[config.mk]
export PLATFORM = sky130hd
export DESIGN_NAME = delta_nibble_escape_pixel_decoder
export DESIGN_NICKNAME = d
export VERILOG_FILES = /design/src/rtl/core/dnpd_pkg.sv /design/src/rtl/core/dnpd_front.sv /design/src/rtl/core/dnpd_cmd_queue.sv /design/src/rtl/core/dnpd_back.sv /design/src/rtl/core/delta_nibble_escape_pixel_decoder.sv
export SDC_FILE = /design/constraint.sdc
export NUM_CORES = 1
export LEC_CHECK = 0
export BUFFER_PORTS_ARGS = -buffer_cell sky130_fd_sc_hd__buf_2
export CAP_MARGIN = 20
export CORE_ASPECT_RATIO = 1.1
export CORE_UTILIZATION = 45
export CTS_CLUSTER_SIZE = 20
export DETAILED_ROUTE_END_ITERATION = 10
export SYNTH_ARGS = -nofsm -noshare
export SYNTH_HDL_FRONTEND = slang
export SYNTH_SLANG_ARGS = --single-unit
[constraint.sdc]
create_clock -name clk -period 12.15 [get_ports clk]
set_input_delay 3.0375 -clock clk [delete_from_list [all_inputs] [get_ports clk]]
set_output_delay 3.0375 -clock clk [all_outputs]
set_load 0.1 [all_outputs]
[src/rtl/core/dnpd_pkg.sv]
// Shared types and constants for the delta/nibble escape pixel decoder.
// No dependencies; imported by every module of the block.
`default_nettype none

package dnpd_pkg;

  // Field widths
  localparam int BYTE_W   = 8;
  localparam int PIXEL_W  = 16;
  localparam int CFG_W    = 25;

  // Parameter defaults
  localparam int PIXEL_COUNT_BITS_DEF = 24;

  // Reset value of the pixel count register
  localparam logic [CFG_W-1:0] PIXEL_COUNT_RST = CFG_W'(1048576);

  // Command queue depth between front and back (power of two, at least 2)
  localparam int Q_DEPTH = 4;

  // Escape codes in byte-delta mode
  localparam logic [BYTE_W-1:0] ESC_WORD   = 8'h80;
  localparam logic [BYTE_W-1:0] ESC_RUN    = 8'h7F;
  localparam logic [BYTE_W-1:0] ESC_NIBBLE = 8'h81;
  // Right nibble that leaves nibble mode
  localparam logic [3:0]        NIB_EXIT   = 4'h8;

  // One pixel command: absolute value or delta on the previous pixel
  typedef struct packed {
    logic               absolute;
    logic [PIXEL_W-1:0] value;
    logic               last;
  } cmd_t;

  // Up to two commands written into the queue in one cycle
  typedef struct packed {
    logic en0;
    logic en1;
    cmd_t c0;
    cmd_t c1;
  } cmd_pair_t;

endpackage

`default_nettype wire

[src/rtl/core/dnpd_front.sv]
// Front end: accepts stream bytes, tracks header/escape mode and pixel count,
// and issues pixel commands. Depends on dnpd_pkg.
`default_nettype none

module dnpd_front
  import dnpd_pkg::*;
#(
  parameter int PIXEL_COUNT_BITS = PIXEL_COUNT_BITS_DEF
) (
  input  wire logic              clk,
  input  wire logic              rst_n,
  input  wire logic              in_push,
  input  wire logic [BYTE_W-1:0] in_data_byte,
  input  wire logic              q_full,
  input  wire logic              cfg_valid,
  input  wire logic [CFG_W-1:0]  cfg_pixel_count,
  output cmd_pair_t              wr
);

  typedef enum logic [2:0] {
    M_PREV_W, M_PREV_H, M_SKIP, M_DELTA8, M_COUNT, M_WORD_LO, M_WORD_HI, M_NIBBLE
  } mode_t;

  localparam int CNT_W = (PIXEL_COUNT_BITS + 2 > CFG_W) ? PIXEL_COUNT_BITS + 2 : CFG_W;
  localparam logic [CNT_W-1:0] LIMIT = CNT_W'(1) << PIXEL_COUNT_BITS;

  mode_t                       mode_r, mode_nxt;
  logic [8:0]                  rwl_r, rwl_nxt;
  logic [BYTE_W-1:0]           held_r, held_nxt;
  logic [BYTE_W-1:0]           pw_r, pw_nxt;
  logic [15:0]                 pbl_r, pbl_nxt;
  logic [PIXEL_COUNT_BITS-1:0] pd_r, pd_nxt;
  logic [CFG_W-1:0]            pixel_count_r;

  logic             accept;
  logic [CNT_W-1:0] pc_ext, eff, pd_ext;
  logic             last1, last2;
  logic [15:0]      prod;
  logic [3:0]       nib_l, nib_r;
  logic [8:0]       rwl_dec;
  logic [15:0]      pbl_dec;
  cmd_pair_t        wr_c;

  assign accept = in_push & ~q_full;

  // Effective image size and end-of-image checks for one or two pixels
  assign pc_ext = CNT_W'(pixel_count_r);
  assign eff    = (pixel_count_r == '0) ? CNT_W'(1) : ((pc_ext > LIMIT) ? LIMIT : pc_ext);
  assign pd_ext = CNT_W'(pd_r);
  assign last1  = (pd_ext + CNT_W'(1)) >= eff;
  assign last2  = (pd_ext + CNT_W'(2)) >= eff;

  assign prod    = 16'(pw_r) * 16'(in_data_byte);
  assign nib_l   = in_data_byte[7:4];
  assign nib_r   = in_data_byte[3:0];
  assign rwl_dec = rwl_r - 9'd1;
  assign pbl_dec = pbl_r - 16'd1;

  // Byte classification and next state
  always_comb begin
    mode_nxt = mode_r;
    rwl_nxt  = rwl_r;
    held_nxt = held_r;
    pw_nxt   = pw_r;
    pbl_nxt  = pbl_r;
    pd_nxt   = pd_r;
    wr_c     = '0;
    case (mode_r)
      M_PREV_W: begin
        pw_nxt   = in_data_byte;
        mode_nxt = M_PREV_H;
      end
      M_PREV_H: begin
        pbl_nxt  = prod;
        mode_nxt = (prod != '0) ? M_SKIP : M_DELTA8;
      end
      M_SKIP: begin
        pbl_nxt = pbl_dec;
        if (pbl_dec == '0) begin
          mode_nxt = M_DELTA8;
        end
      end
      M_DELTA8: begin
        if (in_data_byte == ESC_WORD) begin
          rwl_nxt  = 9'd1;
          mode_nxt = M_WORD_LO;
        end else if (in_data_byte == ESC_RUN) begin
          mode_nxt = M_COUNT;
        end else if (in_data_byte == ESC_NIBBLE) begin
          mode_nxt = M_NIBBLE;
        end else begin
          wr_c.en0         = 1'b1;
          wr_c.c0.absolute = 1'b0;
          wr_c.c0.value    = {{8{in_data_byte[7]}}, in_data_byte};
          wr_c.c0.last     = last1;
          pd_nxt           = pd_r + PIXEL_COUNT_BITS'(1);
        end
      end
      M_COUNT: begin
        rwl_nxt  = (in_data_byte == '0) ? 9'd256 : 9'(in_data_byte);
        mode_nxt = M_WORD_LO;
      end
      M_WORD_LO: begin
        held_nxt = in_data_byte;
        mode_nxt = M_WORD_HI;
      end
      M_WORD_HI: begin
        rwl_nxt          = rwl_dec;
        mode_nxt         = (rwl_dec != '0) ? M_WORD_LO : M_DELTA8;
        wr_c.en0         = 1'b1;
        wr_c.c0.absolute = 1'b1;
        wr_c.c0.value    = {in_data_byte, held_r};
        wr_c.c0.last     = last1;
        pd_nxt           = pd_r + PIXEL_COUNT_BITS'(1);
      end
      M_NIBBLE: begin
        wr_c.en0         = 1'b1;
        wr_c.c0.absolute = 1'b0;
        wr_c.c0.value    = {{12{nib_l[3]}}, nib_l};
        wr_c.c0.last     = last1;
        pd_nxt           = pd_r + PIXEL_COUNT_BITS'(1);
        if (!last1) begin
          if (nib_r == NIB_EXIT) begin
            mode_nxt = M_DELTA8;
          end else begin
            wr_c.en1         = 1'b1;
            wr_c.c1.absolute = 1'b0;
            wr_c.c1.value    = {{12{nib_r[3]}}, nib_r};
            wr_c.c1.last     = last2;
            pd_nxt           = pd_r + PIXEL_COUNT_BITS'(2);
          end
        end
      end
      default: begin
        mode_nxt = M_PREV_W;
      end
    endcase
    // End of image: back to header parsing, pending work dropped
    if ((wr_c.en0 && wr_c.c0.last) || (wr_c.en1 && wr_c.c1.last)) begin
      mode_nxt = M_PREV_W;
      rwl_nxt  = '0;
      held_nxt = '0;
      pw_nxt   = '0;
      pbl_nxt  = '0;
      pd_nxt   = '0;
    end
  end

  assign wr.en0 = wr_c.en0 & accept;
  assign wr.en1 = wr_c.en1 & accept;
  assign wr.c0  = wr_c.c0;
  assign wr.c1  = wr_c.c1;

  // Decoder state, updated on each input transfer
  always_ff @(posedge clk) begin
    if (!rst_n) begin
      mode_r <= M_PREV_W;
      rwl_r  <= '0;
      held_r <= '0;
      pw_r   <= '0;
      pbl_r  <= '0;
      pd_r   <= '0;
    end else if (accept) begin
      mode_r <= mode_nxt;
      rwl_r  <= rwl_nxt;
      held_r <= held_nxt;
      pw_r   <= pw_nxt;
      pbl_r  <= pbl_nxt;
      pd_r   <= pd_nxt;
    end
  end

  // Pixel count register; the port is always ready
  always_ff @(posedge clk) begin
    if (!rst_n) begin
      pixel_count_r <= PIXEL_COUNT_RST;
    end else if (cfg_valid) begin
      pixel_count_r <= cfg_pixel_count;
    end
  end

endmodule

`default_nettype wire

[src/rtl/core/dnpd_cmd_queue.sv]
// Command queue between front and back: two writes, one read per cycle.
// Depends on dnpd_pkg.
`default_nettype none

module dnpd_cmd_queue
  import dnpd_pkg::*;
(
  input  wire logic      clk,
  input  wire logic      rst_n,
  input  wire cmd_pair_t wr,
  input  wire logic      rd,
  output cmd_t           head,
  output logic           nonempty,
  output logic           full
);

  localparam int PTR_W = $clog2(Q_DEPTH);
  localparam int CNT_W = $clog2(Q_DEPTH + 1);

  cmd_t             mem_r [Q_DEPTH];
  logic [PTR_W-1:0] wp_r, wp_nxt, rp_r, rp_nxt;
  logic [CNT_W-1:0] cnt_r, cnt_nxt;
  logic [PTR_W-1:0] wp_plus1;

  assign wp_plus1 = wp_r + PTR_W'(1);
  assign head     = mem_r[rp_r];
  assign nonempty = (cnt_r != '0);
  // Room for a two-pixel byte is required before accepting any byte
  assign full     = (cnt_r > CNT_W'(Q_DEPTH - 2));

  // Pointer and fill bookkeeping
  always_comb begin
    wp_nxt  = wp_r + PTR_W'(wr.en0) + PTR_W'(wr.en1);
    rp_nxt  = rp_r + PTR_W'(rd);
    cnt_nxt = cnt_r + CNT_W'(wr.en0) + CNT_W'(wr.en1) - CNT_W'(rd);
  end

  always_ff @(posedge clk) begin
    if (!rst_n) begin
      wp_r  <= '0;
      rp_r  <= '0;
      cnt_r <= '0;
    end else begin
      wp_r  <= wp_nxt;
      rp_r  <= rp_nxt;
      cnt_r <= cnt_nxt;
    end
  end

  // Storage
  always_ff @(posedge clk) begin
    if (wr.en0) begin
      mem_r[wp_r] <= wr.c0;
    end
    if (wr.en1) begin
      mem_r[wp_plus1] <= wr.c1;
    end
  end

endmodule

`default_nettype wire

[src/rtl/core/dnpd_back.sv]
// Back end: applies pixel commands to the running value and holds the
// output register. Depends on dnpd_pkg.
`default_nettype none

module dnpd_back
  import dnpd_pkg::*;
(
  input  wire logic               clk,
  input  wire logic               rst_n,
  input  wire cmd_t               head,
  input  wire logic               q_nonempty,
  output logic                    q_rd,
  input  wire logic               out_pop,
  output logic                    out_empty,
  output logic [PIXEL_W-1:0]      out_pixel,
  output logic                    out_last_pixel
);

  logic               valid_r;
  logic [PIXEL_W-1:0] pixel_r, prev_r, pixel_nxt;
  logic               last_r;

  // Load when the output slot is free or being drained this cycle
  assign q_rd      = q_nonempty & (~valid_r | out_pop);
  assign pixel_nxt = head.absolute ? head.value : (prev_r + head.value);

  always_ff @(posedge clk) begin
    if (!rst_n) begin
      valid_r <= 1'b0;
      prev_r  <= '0;
    end else if (q_rd) begin
      valid_r <= 1'b1;
      prev_r  <= head.last ? '0 : pixel_nxt;
    end else if (out_pop) begin
      valid_r <= 1'b0;
    end
  end

  // Output payload
  always_ff @(posedge clk) begin
    if (q_rd) begin
      pixel_r <= pixel_nxt;
      last_r  <= head.last;
    end
  end

  assign out_empty      = ~valid_r;
  assign out_pixel      = pixel_r;
  assign out_last_pixel = last_r;

endmodule

`default_nettype wire

[src/rtl/core/delta_nibble_escape_pixel_decoder.sv]
// Delta/nibble escape pixel decoder, top level.
//
// Input: one compressed byte per transfer on in_data_byte (push/full).
// Each image is a preview width byte, a preview height byte, width*height
// skipped preview bytes, then delta-coded pixels with escapes for raw words,
// raw word runs and nibble mode. Results: 16-bit pixels on out_pixel with
// out_last_pixel on the final pixel of each image (empty/pop).
// Config: cfg_pixel_count (pixels per image) written when cfg_valid is high;
// cfg_ready is always high. Write only while the block is idle.
// Throughput: one byte per cycle while full is low; a nibble byte yields two
// pixels, so the sustained rate is bounded by the single-pixel-per-cycle
// output register. A pixel goes through the queue, then the output register.
// full is asserted when the 4-entry command queue cannot take two pixels.
// If the receiver stalls, the output register holds and the queue fills,
// then full rises; nothing is lost. Reset clears the decoder to expect a
// preview width byte and sets pixel_count to 1048576.
// Depends on dnpd_pkg, dnpd_front, dnpd_cmd_queue, dnpd_back.
`default_nettype none

module delta_nibble_escape_pixel_decoder
  import dnpd_pkg::*;
#(
  parameter int PIXEL_COUNT_BITS = PIXEL_COUNT_BITS_DEF
) (
  input  wire logic               clk,
  input  wire logic               rst_n,
  input  wire logic               in_push,
  output logic                    in_full,
  input  wire logic [BYTE_W-1:0]  in_data_byte,
  output logic                    out_empty,
  input  wire logic               out_pop,
  output logic [PIXEL_W-1:0]      out_pixel,
  output logic                    out_last_pixel,
  input  wire logic               cfg_valid,
  output logic                    cfg_ready,
  input  wire logic [CFG_W-1:0]   cfg_pixel_count
);

  cmd_pair_t wr;
  cmd_t      head;
  logic      q_nonempty, q_full, q_rd;

  assign in_full   = q_full;
  assign cfg_ready = 1'b1;

  dnpd_front #(
    .PIXEL_COUNT_BITS(PIXEL_COUNT_BITS)
  ) u_front (
    .clk            (clk),
    .rst_n          (rst_n),
    .in_push        (in_push),
    .in_data_byte   (in_data_byte),
    .q_full         (q_full),
    .cfg_valid      (cfg_valid),
    .cfg_pixel_count(cfg_pixel_count),
    .wr             (wr)
  );

  dnpd_cmd_queue u_queue (
    .clk     (clk),
    .rst_n   (rst_n),
    .wr      (wr),
    .rd      (q_rd),
    .head    (head),
    .nonempty(q_nonempty),
    .full    (q_full)
  );

  dnpd_back u_back (
    .clk           (clk),
    .rst_n         (rst_n),
    .head          (head),
    .q_nonempty    (q_nonempty),
    .q_rd          (q_rd),
    .out_pop       (out_pop),
    .out_empty     (out_empty),
    .out_pixel     (out_pixel),
    .out_last_pixel(out_last_pixel)
  );

endmodule

`default_nettype wire

==> flow_metrics.tcl <==
set metrics [dict create \
    status "finished with violations" \
    violations "design-rule violations" \
    top_level_ports 58 \
    clkLatencyLatePin_ns 0.53 \
    hold_buffers 0 \
    clk_pin_slew_worst_paths_ns 0.06 \
    cts_tree "yes" \
    cp_max_fo 21 \
    synth_edf_count 85 \
    cts_resized 0 \
    track_usage 0.231 \
    vdd.ir_drop.worst_mv 0.164 \
    synth_nets 1825 \
    criticalPathCategory "in -> reg" \
    route.antenna.remaining_nets 0 \
    wire_per_inst_um 18.4 \
    crit_path_start_kind "input port" \
    initial_utilization 0.456 \
    vias 12100 \
    drtPass1Iterations 8 \
    critical_path_arrival_ns 7.79 \
    area_growth_pct 9.24 \
    drt-initial-drc-count 906 \
    p_switching_mw 1.12 \
    multi_input_area_um2 8960 \
    finalNonFillerCells 2073 \
    synth_seq_cells 206 \
    synth_area_leaders "edfxtp_1 17%, dfxtp_1 16%, ha_1 9.2%, fa_1 5.5%, nand2_1 4.5%" \
    required_ns 12.61 \
    final_util 0.498 \
    cts_buffers 25 \
    cap_violations 0 \
    clock_power_share 0.283 \
    drc_errors 1 \
    die_x_um 174 \
    final_max_slew_viol_count 0 \
    synth_compound_area_frac 0.165 \
    rsz0062_at_grt "false" \
    finalSetupTns_ns 0 \
    syn_area_per_cell_um2 8.96 \
    fmax_mhz 136 \
    dp_hpwl_um 26700 \
    setup_viol 0 \
    min_period_ns 7.34 \
    total_power_mw 2.83 \
    yosysUniqueCellTypes 89 \
    p_leak_nw 6.26 \
    regArea_um2 4970 \
    drt_wl_total_um 38100 \
    die_h_um 191 \
    grt_pass1_wl_um 62200 \
    intPower_mw 1.71 \
    max_slew.worst_pin.slew_ns 1.08 \
    final_cell_area_um2 16000 \
    placedCellCount 2026 \
    ys_seq_area_frac 0.339 \
    htreeDepth 1 \
    coreArea_um2 32200 \
    finalHoldViolCount 0 \
    clock_skew_ns 0.00862 \
    antenna_found_initial 0 \
    synth_commonest_cells "178 x nand2_1, 121 x dfxtp_1, 121 x nor2_1, 110 x a21oi_1, 108 x ha_1" \
    cp-end-kind "register" \
    sw_frac_of_total 0.397 \
    power.density_nw_per_um2 176 \
    yosys_warnings 0 \
    placed_area_um2 15200 \
    synth_top_family_by_area "simple AND/OR/NAND/NOR gates" \
    synth_top_area_frac 0.174 \
    drive_above_1_share 0.0978 \
    min_period_over_period 0.604 \
    synthSimpleGateAreaFrac 0.189 \
    synthArstFlopShare 0 \
    diodes 0 \
    p_seq_frac 0.309 \
    regToRegSetupSlack_ns 5.56 \
    grt_pass1_vias 11800 \
    ys.flop_type "dfxtp_1" \
    clockRootBuffer "clkbuf_16" \
    synthXorXnorAreaFrac 0.0489 \
    clockBufferDepth 3 \
    cts_sinks 206 \
    synth_mux_area_frac 0.0601 \
    worstHoldPathType "reg -> reg" \
    synthAdderAreaFrac 0.147 \
    num_rows 69 \
    vias_per_cell 5.85 \
    final_nets 1814 \
    synth_most_common_cell "nand2_1" \
    combPwrFrac 0.408 \
    postCtsSetupRepairBufs 0 \
    io_buffer_count 56 \
    die-area_um2 33400 \
    postSynthCellCount 1639 \
    synth_area_um2 14700 \
    fillers 3051 \
    synth_largest_area_cell "edfxtp_1" \
    max_slew_margin 0.281 \
    grt.overflow.total 0 \
    globalplace.congestion 0.861 \
    grt_max_degree 60 \
]
-- path summary, 6_finish.rpt --
check,startpoint,end,depth (start not counted)
setup / recovery,in_data_byte[7],u_front.mode_r[0]$_SDFFE_PN0P_,19
hold / removal,u_back.valid_r$_SDFFE_PN0P_,u_back.valid_r$_SDFFE_PN0P_,2
hold reg to reg,u_back.valid_r$_SDFFE_PN0P_,u_back.valid_r$_SDFFE_PN0P_,2
setup reg to reg,u_front.pd_r[0]$_SDFFE_PN0P_,u_queue.mem_r[0][13]$_DFFE_PP_,18
-- critical path, stage by stage --
cell and delay [ns]:
buf_2 0.34, nand2_1 0.14, fa_1 0.55, inv_1 0.06
fa_1 0.53, inv_1 0.06, fa_1 0.51, fa_1 0.54
inv_1 0.04, ha_1 0.25, nor3_1 0.18, o21ai_0 0.15
a31oi_1 0.21, nor2b_1 0.19, xnor2_1 0.10, nor4b_1 0.32
a31oi_1 0.13, or3_1 0.32, a21oi_1 0.12
-- routing by layer --
| layer | global-route usage | share of wire | vias to the layer above |
|---|---|---|---|
| met5 | 0 | 0 | - |
| met3 | 0.0304 | 0.055 | 66 |
| li1 | - | - | 5892 |
| met2 | 0.400 | 0.48 | 334 |
| met1 | 0.299 | 0.44 | 5830 |
| met4 | 0.0702 | 0.024 | 0 |
-- through the flow --
| step | hold slack [ns] | setup slack, ns |
|---|---|---|
| 2_1_floorplan | 0.445 | 4.45 |
| 3_3_place_gp | 0.454 | 4.40 |
| 3_5_place_dp | 0.462 | 4.29 |
| 4_1_cts | 0.472 | 4.83 |
| 5_1_grt | 0.506 | 4.52 |
| 6_report | 0.469 | 4.81 |
-- flip-flops by register name, summed over array words and instances (netlist names), 3 cells and up --
register,cells
u_front.rwl_r,9
u_front.pbl_r,16
u_front.pixel_count_r,25
u_back.prev_r,16
u_front.held_r,8
u_back.out_pixel,16
u_queue.mem_r,72
u_front.mode_r,3
u_front.pw_r,8
u_front.pd_r,24
u_queue.cnt_r,3
-- power groups by stage --
stage          combinational [mW]  sequential (mW)  clock [mW]
2_1_floorplan               0.783             1.02           0
5_1_grt                      1.28            0.886       0.842
3_3_place_gp                 1.14            0.889           0
6_report                     1.15            0.876       0.801
3_5_place_dp                 1.15            0.889           0
4_1_cts                      1.16            0.876       0.814
-- area by class of cell --
| type | count | share of cell area |
|---|---|---|
| clock buffer | 29 | 0.0405 |
| inverter | 84 | 0.0196 |
| timing repair buffer | 70 | 0.0242 |
| sequential | 206 | 0.310 |
| multi-input combinational | 1241 | 0.558 |
| clock inverter | 17 | 0.0142 |
| tap | 426 | 0.0332 |
-- layout by cell type, fill, tap and decap left out, types with 36 or more instances in the layout --
cell	instances
and2_1	40
inv_1	82
edfxtp_1	85
nand2_1	178
nor3_1	36
o21ai_0	104
ha_1	108
a21oi_1	110
mux2i_1	42
fa_1	40
nor2_1	120
xnor2_1	50
buf_2	56
dfxtp_1	121
nand3_1	48
-- cell families (layout without fill, tap and decap cells) --
group                    after synthesis  after routing
buffers and inverters                192            200
adder cells (fa/ha/maj)              148            148
multiplexers                          65             65
AO/OA/AOI/OAI                        380            380
flip-flops                           206            206
AND/OR/NAND/NOR                      565            565
other                                  1              1
XOR/XNOR                              82             82
No activity file was read; power rests on OpenSTA's default activity.
